`src/sv/dda_pkg.sv`:
```
// shared types and constants for the styled dda line rasteriser
// used by dda_div, dda_pattern and dda_styled_line_rasterizer_core
package dda_pkg;

  // configuration register indexes
  localparam int CFG_IDX_W = 1;
  localparam int CFG_DATA_W = 6;
  localparam logic [CFG_IDX_W-1:0] CFG_LINE_STYLE = 1'b0;
  localparam logic [CFG_IDX_W-1:0] CFG_DASH_LENGTH = 1'b1;

  // line style codes
  localparam logic [1:0] STYLE_SOLID = 2'd0;
  localparam logic [1:0] STYLE_DASHED = 2'd1;
  localparam logic [1:0] STYLE_DASH_DOT = 2'd2;

  localparam logic [5:0] DASH_LENGTH_RESET = 6'd10;
  localparam logic [5:0] DASH_LENGTH_MIN = 6'd2;
  localparam logic [6:0] DOT_OFFSET = 7'd3;
  localparam logic [6:0] DASH_DOT_EXTRA = 7'd5;

  // input word kinds carried on tuser
  localparam logic ACTION_START = 1'b0;
  localparam logic ACTION_ADVANCE = 1'b1;

  typedef enum logic [1:0] {
    ST_IDLE,
    ST_DIV_X,
    ST_DIV_Y
  } dda_state_t;

  typedef struct packed {
    logic busy;
    logic done;
  } div_status_t;

endpackage

```
`src/sv/dda_div.sv`:
```
// iterative restoring divider: one compare and subtract per cycle
// computes (dividend << FRAC_BITS) / divisor for dividend <= divisor; uses dda_pkg
module dda_div #(
  parameter int COORD_BITS = 12,
  parameter int FRAC_BITS = 16
) (
  input  logic                     clk,
  input  logic                     rst,
  input  logic                     start,
  input  logic [COORD_BITS-1:0]    dividend,
  input  logic [COORD_BITS-1:0]    divisor,
  output logic [FRAC_BITS:0]       quotient,
  output dda_pkg::div_status_t     status
);
  import dda_pkg::*;

  localparam int CW = $clog2(FRAC_BITS + 1);

  logic [COORD_BITS:0]   rem;
  logic [COORD_BITS-1:0] dvs;
  logic [FRAC_BITS:0]    quo;
  logic [CW-1:0]         cnt;
  logic                  busy;
  logic                  done;

  logic                  ge;
  logic [COORD_BITS:0]   diff;

  assign ge = rem >= {1'b0, dvs};
  assign diff = ge ? (rem - {1'b0, dvs}) : rem;

  always_ff @(posedge clk) begin
    if (rst) begin
      busy <= 1'b0;
      done <= 1'b0;
    end else begin
      done <= 1'b0;
      if (start) begin
        busy <= 1'b1;
      end else if (busy && cnt == '0) begin
        busy <= 1'b0;
        done <= 1'b1;
      end
    end
  end

  // remainder stays below the divisor after each step, so the shift fits
  always_ff @(posedge clk) begin
    if (start) begin
      rem <= {1'b0, dividend};
      dvs <= divisor;
      cnt <= CW'(FRAC_BITS);
    end else if (busy) begin
      rem <= {diff[COORD_BITS-1:0], 1'b0};
      quo <= {quo[FRAC_BITS-1:0], ge};
      cnt <= cnt - 1'b1;
    end
  end

  assign quotient = quo;
  assign status = '{busy: busy, done: done};

endmodule

```
`src/sv/dda_pattern.sv`:
```
// style pattern: next position in the dash period and its lit flag
// uses line style codes and constants from dda_pkg
module dda_pattern (
  input  logic [1:0] line_style,
  input  logic [5:0] dash_length,
  input  logic [6:0] pos,
  output logic [6:0] pos_next,
  output logic       lit
);
  import dda_pkg::*;

  logic [5:0] len;
  logic [6:0] len_w;
  logic [6:0] period;
  logic [6:0] pos_inc;

  assign len = (dash_length < DASH_LENGTH_MIN) ? DASH_LENGTH_MIN : dash_length;
  assign len_w = {1'b0, len};
  assign pos_inc = pos + 7'd1;

  always_comb begin
    unique case (line_style)
      STYLE_DASHED:   period = len_w;
      STYLE_DASH_DOT: period = len_w + DASH_DOT_EXTRA;
      default:        period = 7'd1;
    endcase
  end

  // wrap whenever the period is reached or passed, also after a mid-line change
  assign pos_next = (pos_inc >= period) ? 7'd0 : pos_inc;

  always_comb begin
    unique case (line_style)
      STYLE_DASHED:   lit = (pos_next != 7'd0) && (pos_next != 7'd1);
      STYLE_DASH_DOT: lit = ((pos_next >= 7'd1) && (pos_next <= len_w))
                            || (pos_next == len_w + DOT_OFFSET);
      default:        lit = 1'b1;
    endcase
  end

endmodule

```
`src/sv/dda_styled_line_rasterizer_core.sv`:
```
// top level of the styled dda line rasteriser: sequencer, accumulators, output register
// instantiates dda_div and dda_pattern; uses dda_pkg
//
// A start word (tuser 0) carries both endpoints; the start point leaves at once, lit,
// and the per-step x and y increments are then formed one after the other on a single
// shared restoring divider, one quotient bit a cycle, so the block takes no new word
// after a start until both divisions are done. A zero-length line gives only the start
// point, marked last, and needs no division. Each advance word (tuser 1) gives one point,
// truncated toward zero, with tuser the lit flag of the style pattern and tlast on the
// endpoint, which is sent exactly; advances while no line is open give nothing. A new
// word is taken once the output register is empty or being drained, so advances run at
// one point a clock when the sink keeps up.
module dda_styled_line_rasterizer_core #(
  parameter int COORD_BITS = 12,
  parameter int FRAC_BITS = 16
) (
  input  logic                                       clk,
  input  logic                                       rst,
  input  logic                                       cfg_we,
  input  logic [dda_pkg::CFG_IDX_W-1:0]              cfg_index,
  input  logic [dda_pkg::CFG_DATA_W-1:0]             cfg_data,
  input  logic                                       s_tvalid,
  output logic                                       s_tready,
  // x_start, y_start, x_end, y_end, zero fill
  input  logic [((4*COORD_BITS+7)/8)*8-1:0]          s_tdata,
  // action
  input  logic                                       s_tuser,
  output logic                                       m_tvalid,
  input  logic                                       m_tready,
  // point_x, point_y, zero fill
  output logic [((2*COORD_BITS+7)/8)*8-1:0]          m_tdata,
  // lit
  output logic                                       m_tuser,
  output logic                                       m_tlast
);
  import dda_pkg::*;

  localparam int C = COORD_BITS;
  localparam int AW = COORD_BITS + FRAC_BITS;
  localparam int SW = FRAC_BITS + 2;
  localparam int OUT_W = ((2*COORD_BITS+7)/8)*8;

  logic [1:0] line_style;
  logic [5:0] dash_length;

  dda_state_t state, state_next;

  logic signed [AW-1:0] x_accum, y_accum;
  logic [SW-1:0]        x_step, y_step;
  logic [C-1:0]         total_steps, step_count;
  logic [6:0]           pattern_pos;
  logic                 line_active;
  logic [C-1:0]         end_x, end_y;
  logic                 x_neg, y_neg;
  logic [C-1:0]         y_mag;
  logic [C-1:0]         point_x, point_y;
  logic                 lit, last;

  logic signed [C-1:0] x_s, y_s, x_e, y_e;
  logic signed [C:0]   dx, dy;
  logic [C:0]          dx_abs, dy_abs;
  logic [C-1:0]        dx_mag, dy_mag, steps;

  logic                accept, start_acc, adv_acc, emit;
  logic                div_start;
  logic [C-1:0]        div_operand, div_divisor;
  logic [FRAC_BITS:0]  div_q;
  div_status_t         div_stat;
  logic [SW-1:0]       q_ext, q_signed;
  logic                q_neg;

  logic signed [AW-1:0] x_sum, y_sum, x_rnd, y_rnd;
  logic [C:0]           count_inc;
  logic [6:0]           pos_next;
  logic                 pat_lit;

  assign x_s = s_tdata[C-1:0];
  assign y_s = s_tdata[2*C-1:C];
  assign x_e = s_tdata[3*C-1:2*C];
  assign y_e = s_tdata[4*C-1:3*C];

  assign dx = {x_e[C-1], x_e} - {x_s[C-1], x_s};
  assign dy = {y_e[C-1], y_e} - {y_s[C-1], y_s};
  assign dx_abs = dx[C] ? (~dx + 1'b1) : dx;
  assign dy_abs = dy[C] ? (~dy + 1'b1) : dy;
  assign dx_mag = dx_abs[C-1:0];
  assign dy_mag = dy_abs[C-1:0];
  assign steps = (dx_mag > dy_mag) ? dx_mag : dy_mag;

  assign accept = s_tvalid && s_tready;
  assign start_acc = accept && (s_tuser == ACTION_START);
  assign adv_acc = accept && (s_tuser == ACTION_ADVANCE);
  assign emit = start_acc || (adv_acc && line_active);

  // configuration registers
  always_ff @(posedge clk) begin
    if (rst) begin
      line_style <= STYLE_SOLID;
      dash_length <= DASH_LENGTH_RESET;
    end else if (cfg_we) begin
      unique case (cfg_index)
        CFG_LINE_STYLE:  line_style <= cfg_data[1:0];
        CFG_DASH_LENGTH: dash_length <= cfg_data[5:0];
        default: ;
      endcase
    end
  end

  always_ff @(posedge clk) begin
    if (rst) begin
      state <= ST_IDLE;
    end else begin
      state <= state_next;
    end
  end

  always_comb begin
    state_next = state;
    div_start = 1'b0;
    div_operand = dx_mag;
    div_divisor = total_steps;
    s_tready = 1'b0;
    unique case (state)
      ST_IDLE: begin
        s_tready = !m_tvalid || m_tready;
        div_divisor = steps;
        if (start_acc && steps != '0) begin
          div_start = 1'b1;
          state_next = ST_DIV_X;
        end
      end
      ST_DIV_X: begin
        if (div_stat.done) begin
          div_start = 1'b1;
          div_operand = y_mag;
          state_next = ST_DIV_Y;
        end
      end
      ST_DIV_Y: begin
        if (div_stat.done) begin
          state_next = ST_IDLE;
        end
      end
      default: state_next = ST_IDLE;
    endcase
  end

  dda_div #(
    .COORD_BITS(COORD_BITS),
    .FRAC_BITS(FRAC_BITS)
  ) u_div (
    .clk(clk),
    .rst(rst),
    .start(div_start),
    .dividend(div_operand),
    .divisor(div_divisor),
    .quotient(div_q),
    .status(div_stat)
  );

  dda_pattern u_pattern (
    .line_style(line_style),
    .dash_length(dash_length),
    .pos(pattern_pos),
    .pos_next(pos_next),
    .lit(pat_lit)
  );

  assign q_ext = {1'b0, div_q};
  assign q_neg = (state == ST_DIV_X) ? x_neg : y_neg;
  assign q_signed = q_neg ? (~q_ext + 1'b1) : q_ext;

  assign x_sum = x_accum + {{(AW-SW){x_step[SW-1]}}, x_step};
  assign y_sum = y_accum + {{(AW-SW){y_step[SW-1]}}, y_step};
  // bias negative values so the arithmetic shift truncates toward zero
  assign x_rnd = x_sum + (x_sum[AW-1] ? AW'({FRAC_BITS{1'b1}}) : AW'(0));
  assign y_rnd = y_sum + (y_sum[AW-1] ? AW'({FRAC_BITS{1'b1}}) : AW'(0));
  assign count_inc = {1'b0, step_count} + 1'b1;

  always_ff @(posedge clk) begin
    if (rst) begin
      line_active <= 1'b0;
    end else if (start_acc) begin
      line_active <= steps != '0;
    end else if (adv_acc && line_active && count_inc >= {1'b0, total_steps}) begin
      line_active <= 1'b0;
    end
  end

  always_ff @(posedge clk) begin
    if (start_acc) begin
      x_accum <= {x_s, {FRAC_BITS{1'b0}}};
      y_accum <= {y_s, {FRAC_BITS{1'b0}}};
      end_x <= x_e;
      end_y <= y_e;
      total_steps <= steps;
      step_count <= '0;
      pattern_pos <= '0;
      x_neg <= dx[C];
      y_neg <= dy[C];
      y_mag <= dy_mag;
      point_x <= x_s;
      point_y <= y_s;
      lit <= 1'b1;
      last <= steps == '0;
    end else if (adv_acc && line_active) begin
      x_accum <= x_sum;
      y_accum <= y_sum;
      step_count <= count_inc[C-1:0];
      pattern_pos <= pos_next;
      lit <= pat_lit;
      if (count_inc >= {1'b0, total_steps}) begin
        point_x <= end_x;
        point_y <= end_y;
        last <= 1'b1;
      end else begin
        point_x <= x_rnd[AW-1:FRAC_BITS];
        point_y <= y_rnd[AW-1:FRAC_BITS];
        last <= 1'b0;
      end
    end
    if (div_stat.done && state == ST_DIV_X) begin
      x_step <= q_signed;
    end
    if (div_stat.done && state == ST_DIV_Y) begin
      y_step <= q_signed;
    end
  end

  // output register
  always_ff @(posedge clk) begin
    if (rst) begin
      m_tvalid <= 1'b0;
    end else if (emit) begin
      m_tvalid <= 1'b1;
    end else if (m_tready) begin
      m_tvalid <= 1'b0;
    end
  end

  assign m_tdata = OUT_W'({point_y, point_x});
  assign m_tuser = lit;
  assign m_tlast = last;

endmodule

```
`config.mk`:
```
export PLATFORM = sky130hd
export DESIGN_NAME = dda_styled_line_rasterizer_core
export DESIGN_NICKNAME = d
export VERILOG_FILES = /design/src/sv/dda_pkg.sv /design/src/sv/dda_div.sv /design/src/sv/dda_pattern.sv /design/src/sv/dda_styled_line_rasterizer_core.sv
export SDC_FILE = /design/constraint.sdc
export NUM_CORES = 1
export LEC_CHECK = 0
export BUFFER_PORTS_ARGS = -buffer_cell sky130_fd_sc_hd__buf_2
export CAP_MARGIN = 20
export CORE_MARGIN = 1
export CORE_UTILIZATION = 25
export DETAILED_ROUTE_END_ITERATION = 10
export GPL_ROUTABILITY_DRIVEN = 0
export PLACE_DENSITY = 0.41
export SLEW_MARGIN = 20
export SYNTH_ARGS = -nofsm -noshare
export SYNTH_HDL_FRONTEND = slang
export SYNTH_SLANG_ARGS = --single-unit
export TNS_END_PERCENT = 10
```
`constraint.sdc`:
```
create_clock -name clk -period 15 [get_ports clk]
set_input_delay 2.25 -clock clk [delete_from_list [all_inputs] [get_ports clk]]
set_output_delay 2.25 -clock clk [all_outputs]
set_load 0.01 [all_outputs]
```
### After elaboration in Yosys (flattened, before gate mapping)

Cells that the tools add are included.

* word-level logic and storage cells: 142
* bits of input ports: 61
* flip-flop bits (word level): 248
* output and inout bits: 28

* mux-type cells: 45
* equal/unequal tests: 9
* $add $sub $neg: 15
* bitwise operators: 6
* reductions and logical operators: 30
* $lt $le $gt $ge: 7

Operators with widths (number)
* $mux W12: 15
* $mux W28: 4
* $add A28 B16 Y28: 2
* $add A28 B28 Y28: 2
* $mux W16: 2
* $ge A13 B12 Y1: 2
* $sub A12 B12 Y13: 2
* $add A12 B1 Y12 const B: 2
* $not A12 Y12: 2
* $add A18 B1 Y18 const B: 1
* $mux W18: 1
* $not A17 Y18: 1
* $mux W1: 14
* $pmux W7 S2: 1
* $add A12 B1 Y13 const B: 1
* $gt A12 B12 Y1: 1
* $logic_not A12 Y1: 1
* $reduce_bool A12 Y1: 1
* $sub A12 B12 Y12: 1
* $logic_and A1 B1 Y1: 11
* $reduce_bool A2 Y1: 5
* $add A6 B2 Y7 const B: 1
* $add A6 B3 Y7 const B: 1
* $add A7 B1 Y7 const B: 1
* other kinds (25): 37

### Longest topological paths before layout

* depth in word-level cells: 12
* gate-level depth with buffers: 26
* gate-level depth less buffers: 25

### By module

From an unflattened synthesis, not the netlist that was laid out.

* cells, all modules: 1931
* area total of the unflattened synthesis: 17850.9 um^2

Modules (own cells, without submodules)
* dda_styled_line_rasterizer_core: area each 14283.7 um^2, sequential area each 5335.1 um^2, cells each 1579, instances 1
* dda_div: area each 2544.9 um^2, sequential area each 1391.3 um^2, cells each 209, instances 1
* dda_pattern: area each 1022.2 um^2, sequential area each 0.0 um^2, cells each 143, instances 1

### Least setup slack after synthesis

OpenSTA, ideal clock, no wires.

* path type: input-to-reg
* from: input s_tdata[36]
* to: register u_div.quo[0] (netlist: u_div.quotient[0]) (enable)
* stages: 24
* setup time: 390 ps
* path buffers: 1
* arrival time: 7802 ps
* slack: 6807 ps
* data required time: 14610 ps
* cells stage by stage: inv_1 ha_1 inv_1 fa_1 a211oi_2 nor2_2 xnor2_1 nor3_1 o211ai_1 o41a_1 a222oi_1 inv_1 ha_1 nand4_1 nor2_1 nand2_1 a31oi_1 clkinv_1 mux2_2 o2111ai_1 o41ai_4 nand2_2 buf_6 nor2_1

* cells in the longest elaborated chain, start to end: 12

RTL lines
* start, declared: RTL line dda_styled_line_rasterizer_core.sv:25 `input logic [((4*COORD_BITS+7)/8)*8-1:0] s_tdata,`
* $sub A12 B12 Y13 (*): RTL line dda_styled_line_rasterizer_core.sv:83 `assign dy = {y_e[C-1], y_e} - {y_s[C-1], y_s};`
* $not A12 Y12: RTL line dda_styled_line_rasterizer_core.sv:85 `assign dy_abs = dy[C] ? (~dy + 1'b1) : dy;`
* $add A12 B1 Y12: RTL line dda_styled_line_rasterizer_core.sv:85
* $mux W12 (*): RTL line dda_styled_line_rasterizer_core.sv:85
* named net dy_abs[11]: RTL line dda_styled_line_rasterizer_core.sv:61 `logic [C:0] dx_abs, dy_abs;`
* $gt A12 B12 Y1: RTL line dda_styled_line_rasterizer_core.sv:88 `assign steps = (dx_mag > dy_mag) ? dx_mag : dy_mag;`
* $mux W12 (*): RTL line dda_styled_line_rasterizer_core.sv:88
* $reduce_bool A12 Y1 (*): RTL line dda_styled_line_rasterizer_core.sv:127 `if (start_acc && steps != '0) begin`
* $logic_and A1 B1 Y1 (*): RTL line dda_styled_line_rasterizer_core.sv:127
* $mux W1 (*): RTL line dda_styled_line_rasterizer_core.sv:127
* $pmux W1 S2 (*): RTL line dda_styled_line_rasterizer_core.sv:123 `unique case (state)`
* named net div_start: RTL line dda_styled_line_rasterizer_core.sv:65 `logic div_start;`
* $not A1 Y1 (no line) (*)
* $reduce_and A2 Y1 (no line) (*)
* end signal, assigned: RTL line dda_div.sv:55 `quo <= {quo[FRAC_BITS-1:0], ge};`
* end, declared: RTL line dda_div.sv:21 `logic [FRAC_BITS:0] quo;`

The timed path passes the listed nets; every way through them passes the cells marked *.
A chain may end at the register's enable or synchronous reset.

### Final worst setup path

* from: input s_tdata[36]
* to: register u_div.quo[7] (netlist: u_div.quotient[7]) (enable)

* cells in the longest elaborated chain, start to end: 12

RTL lines (RTL line)
* $sub A12 B12 Y13 (*): dda_styled_line_rasterizer_core.sv:83
* $not A12 Y12: dda_styled_line_rasterizer_core.sv:85
* $add A12 B1 Y12: dda_styled_line_rasterizer_core.sv:85
* $mux W12 (*): dda_styled_line_rasterizer_core.sv:85
* named net dy_abs[11]: dda_styled_line_rasterizer_core.sv:61
* $gt A12 B12 Y1: dda_styled_line_rasterizer_core.sv:88
* $mux W12 (*): dda_styled_line_rasterizer_core.sv:88
* $reduce_bool A12 Y1 (*): dda_styled_line_rasterizer_core.sv:127
* $logic_and A1 B1 Y1 (*): dda_styled_line_rasterizer_core.sv:127
* $mux W1 (*): dda_styled_line_rasterizer_core.sv:127
* $pmux W1 S2 (*): dda_styled_line_rasterizer_core.sv:123
* $not A1 Y1 (no line) (*)
* $reduce_and A2 Y1 (no line) (*)

Marks and branches as above.

==> results.yml <==
status:
  outcome: "completed"
timing:
  maxSlewViolCount: 0
  rsz0062_at_grt: "no"
  fin_skew_ps: 30.78
  fin_crit_ps: 9198
  hold_ws_ps: 467.0
  worst-slew-pin-transition_ps: 989.3
  setup_slack_ps: 5802
  post-route-period-util_pct: 61.32
  max_freq_ghz: 0.1087
  final-hold-violation-count: 0
  setup_viol: 0
  relSlewSlack_pct: 33.11
  finalSetupTns_ps: 0
global_route:
  antenna_found_initial: 3
  grt-ovfl-total: 0
  grt_max_degree: 56
  grt_use_total_pct: 15.08
  grt_pass1_wl_um: 83880
  grt_pass1_vias: 14540
route:
  vias: 14680
  drc_errors: 0
  drt-pass1-iter-count: 5
  drt_iter0_markers: 862
  wl_per_cell_um: 18.42
  antenna_left: 0
  viasPerCell: 4.943
  routed_wl_um: 54680
synthesis:
  ys.flop_type: "edfxtp_1"
  ys_warn_count: 0
  synthTopCellsByArea: "edfxtp_1, ha_1, dfxtp_1"
  synth_seq_area_share_pct: 37.75
  synth_nets: 2154
  synth_top_area_cell: "edfxtp_1"
  synth-seq-cells: 248
  yosys-top-cells-count: "edfxtp_1, nand2_1, ha_1"
  syn_area_per_cell_um2: 9.276
  synth_top_cell_area_share_pct: 29.66
  async_reset_ff_share_pct: 0
  synth_area_mm2: 0.01782
  synth-edff-count: 176
  ys_types: 91
  postSynthCellCount: 1921
clock_tree:
  clk_latency_ps: 550
  htreeDepth: 2
  cts_setup_buffers: 0
  holdBufCountCts: 0
  cts_buffers: 35
  cts_sinks: 248
  cts_buffer_depth: 3
  cts_resized: 0
  clockRootBuffer: "clkbuf_16"
  cts.clk_slew.worst_paths_ps: 60
  cts_tree: "yes"
worst_setup_path:
  r2r_slack_ps: 8720
  worstSetupPathType: "in2reg"
  rr_endpoint: "point_x[11]$_DFFE_PP_"
  critPathRequiredTime_ps: 15210
  end_kind: "flip-flop"
  arrival_ps: 9410
  worstRegToRegCells: 20
  startpoint_type: "input port"
  cp_max_fo: 26
  critPathSlowestCell: "a31oi_2"
  cpMostUsedCell: "inv_1"
  reg2reg_from: "x_step[17]$_DFFE_PP_"
  cpPeakStageDelay_ps: 640
layout:
  syn2layout_area_growth_pct: 15.44
  final_cell_area_mm2: 0.02057
  drive_above_1_share_pct: 10.17
  num-nets-final: 2234
  stdcell_count: 2969
hold_path:
  hold_start: "y_accum[9]$_SDFFE_PP0P_"
  hold_depth: 2
  worstHoldPathType: "reg2reg"
  holdPathEnd: "y_accum[9]$_SDFFE_PP0P_"
floorplan:
  die_w_um: 269.0
  fp.dieArea_mm2: 0.07234
  core-area_mm2: 0.07027
  start_util_pct: 25.36
  io_pins: 89
  die_h_um: 269.0
  rows: 97
power:
  max-vdd-ir-drop_v: 0.00007820
  combPwrFrac_pct: 31.7
  switchingPower_mw: 0.8701
  p_int_mw: 1.695
  power_leakage_nw: 8.361
  clkPwrFrac_pct: 34.3
  seq_power_share_pct: 34.0
  swShare_pct: 33.92
  p_per_area_mw_per_mm2: 124.7
place:
  post-place-ws_ps: 4841
  dp_cells: 2904
  portBuffers: 88
  place_area_mm2: 0.01934
  hpwlAfterDp_um: 41920
flow_run:
  max_cap_viol_count: 0
cell type report:
class | instances | area [um^2]
clock inverters | 16 | 227.7
fillers | 7361 | 49700
multi-input cells | 1473 | 10380
flip-flops and latches | 248 | 6726
clock buffers | 46 | 980.9
inverters | 142 | 535.5
well taps | 940 | 1176
repair buffers | 101 | 538.0
diodes | 3 | 7.507
stage by stage:
stage	power (mW)	utilization [%]
2_1_floorplan	1.449	-
3_3_place_gp	1.686	27.52
3_5_place_dp	1.698	27.52
4_1_cts	2.602	29.24
5_1_grt	2.719	29.27
6_report	2.565	29.27
power by group through the flow:
| stage | registers [mW] | clock network [mW] | logic (mW) |
|---|---|---|---|
| final | 0.872 | 0.881 | 0.813 |
| after global routing | 0.878 | 0.934 | 0.906 |
| after CTS | 0.873 | 0.912 | 0.817 |
| after detailed placement | 0.886 | 0 | 0.812 |
| after global placement | 0.886 | 0 | 0.800 |
| after floorplan | 0.871 | 0 | 0.579 |
kinds of logic after synthesis:
logic type	Yosys count	share of synthesized area, %
mux	44	2.598
flops	248	37.75
fa+ha+maj	172	12.29
simple gates	579	15.80
buf+inv	200	4.290
compound gates	544	20.69
xor+xnor	134	6.587
placed cells by master (no fill, tap or decap), drive strengths merged, types with 26 or more instances in the layout:
cell type  instances
nand2            177
a21o              57
xor2              55
buf              101
dfxtp             72
o21ai            130
nand3             50
mux2i             26
inv              142
nor3              47
a22o              30
a21oi            124
nor2             125
xnor2             79
clkbuf            46
edfxtp           176
nand4             29
ha               167
state kept, by name, summed over array words and instances, names as in the netlist, 13 cells and up:
| register | flops |
|---|---|
| u_div.quotient | 17 |
| y_step | 18 |
| x_step | 18 |
| y_accum | 28 |
| u_div.rem | 13 |
| x_accum | 28 |
per-layer routing:
layer  up-vias  wire length (um)  track usage (%)
li1       7281                 -                -
met1      7055             24830            19.06
met2       265             26280            26.03
met3        75              2041            2.393
met4         0              1522            4.899
met5         -                 0                0
how the worst max path moves through the flow:
| stage | startpoint | to | slack (ps) | cells after the start |
|---|---|---|---|---|
| after global routing | s_tdata[36] | u_div.quotient[8]$_DFFE_PP_ | 5300 | 25 |
| after global placement | s_tdata[36] | u_div.quotient[5]$_DFFE_PP_ | 5100 | 25 |
| after detailed placement | s_tdata[36] | u_div.quotient[4]$_DFFE_PP_ | 4840 | 25 |
| final | s_tdata[36] | u_div.quotient[7]$_DFFE_PP_ | 5800 | 25 |
| after floorplan | s_tdata[36] | u_div.quotient[0]$_DFFE_PP_ | 6810 | 24 |
| after CTS | s_tdata[36] | u_div.quotient[7]$_DFFE_PP_ | 5380 | 25 |
worst max-delay path: cells and delay by family:
family	cells	cell delay, ps
AO/OA/AOI/OAI	6	2400
AND/OR/NAND/NOR	7	1600
buffers and inverters	7	1370
adder cells (fa/ha/maj)	3	890
XOR/XNOR	1	510
multiplexers	1	360
No activity file was read; power rests on OpenSTA's default activity.
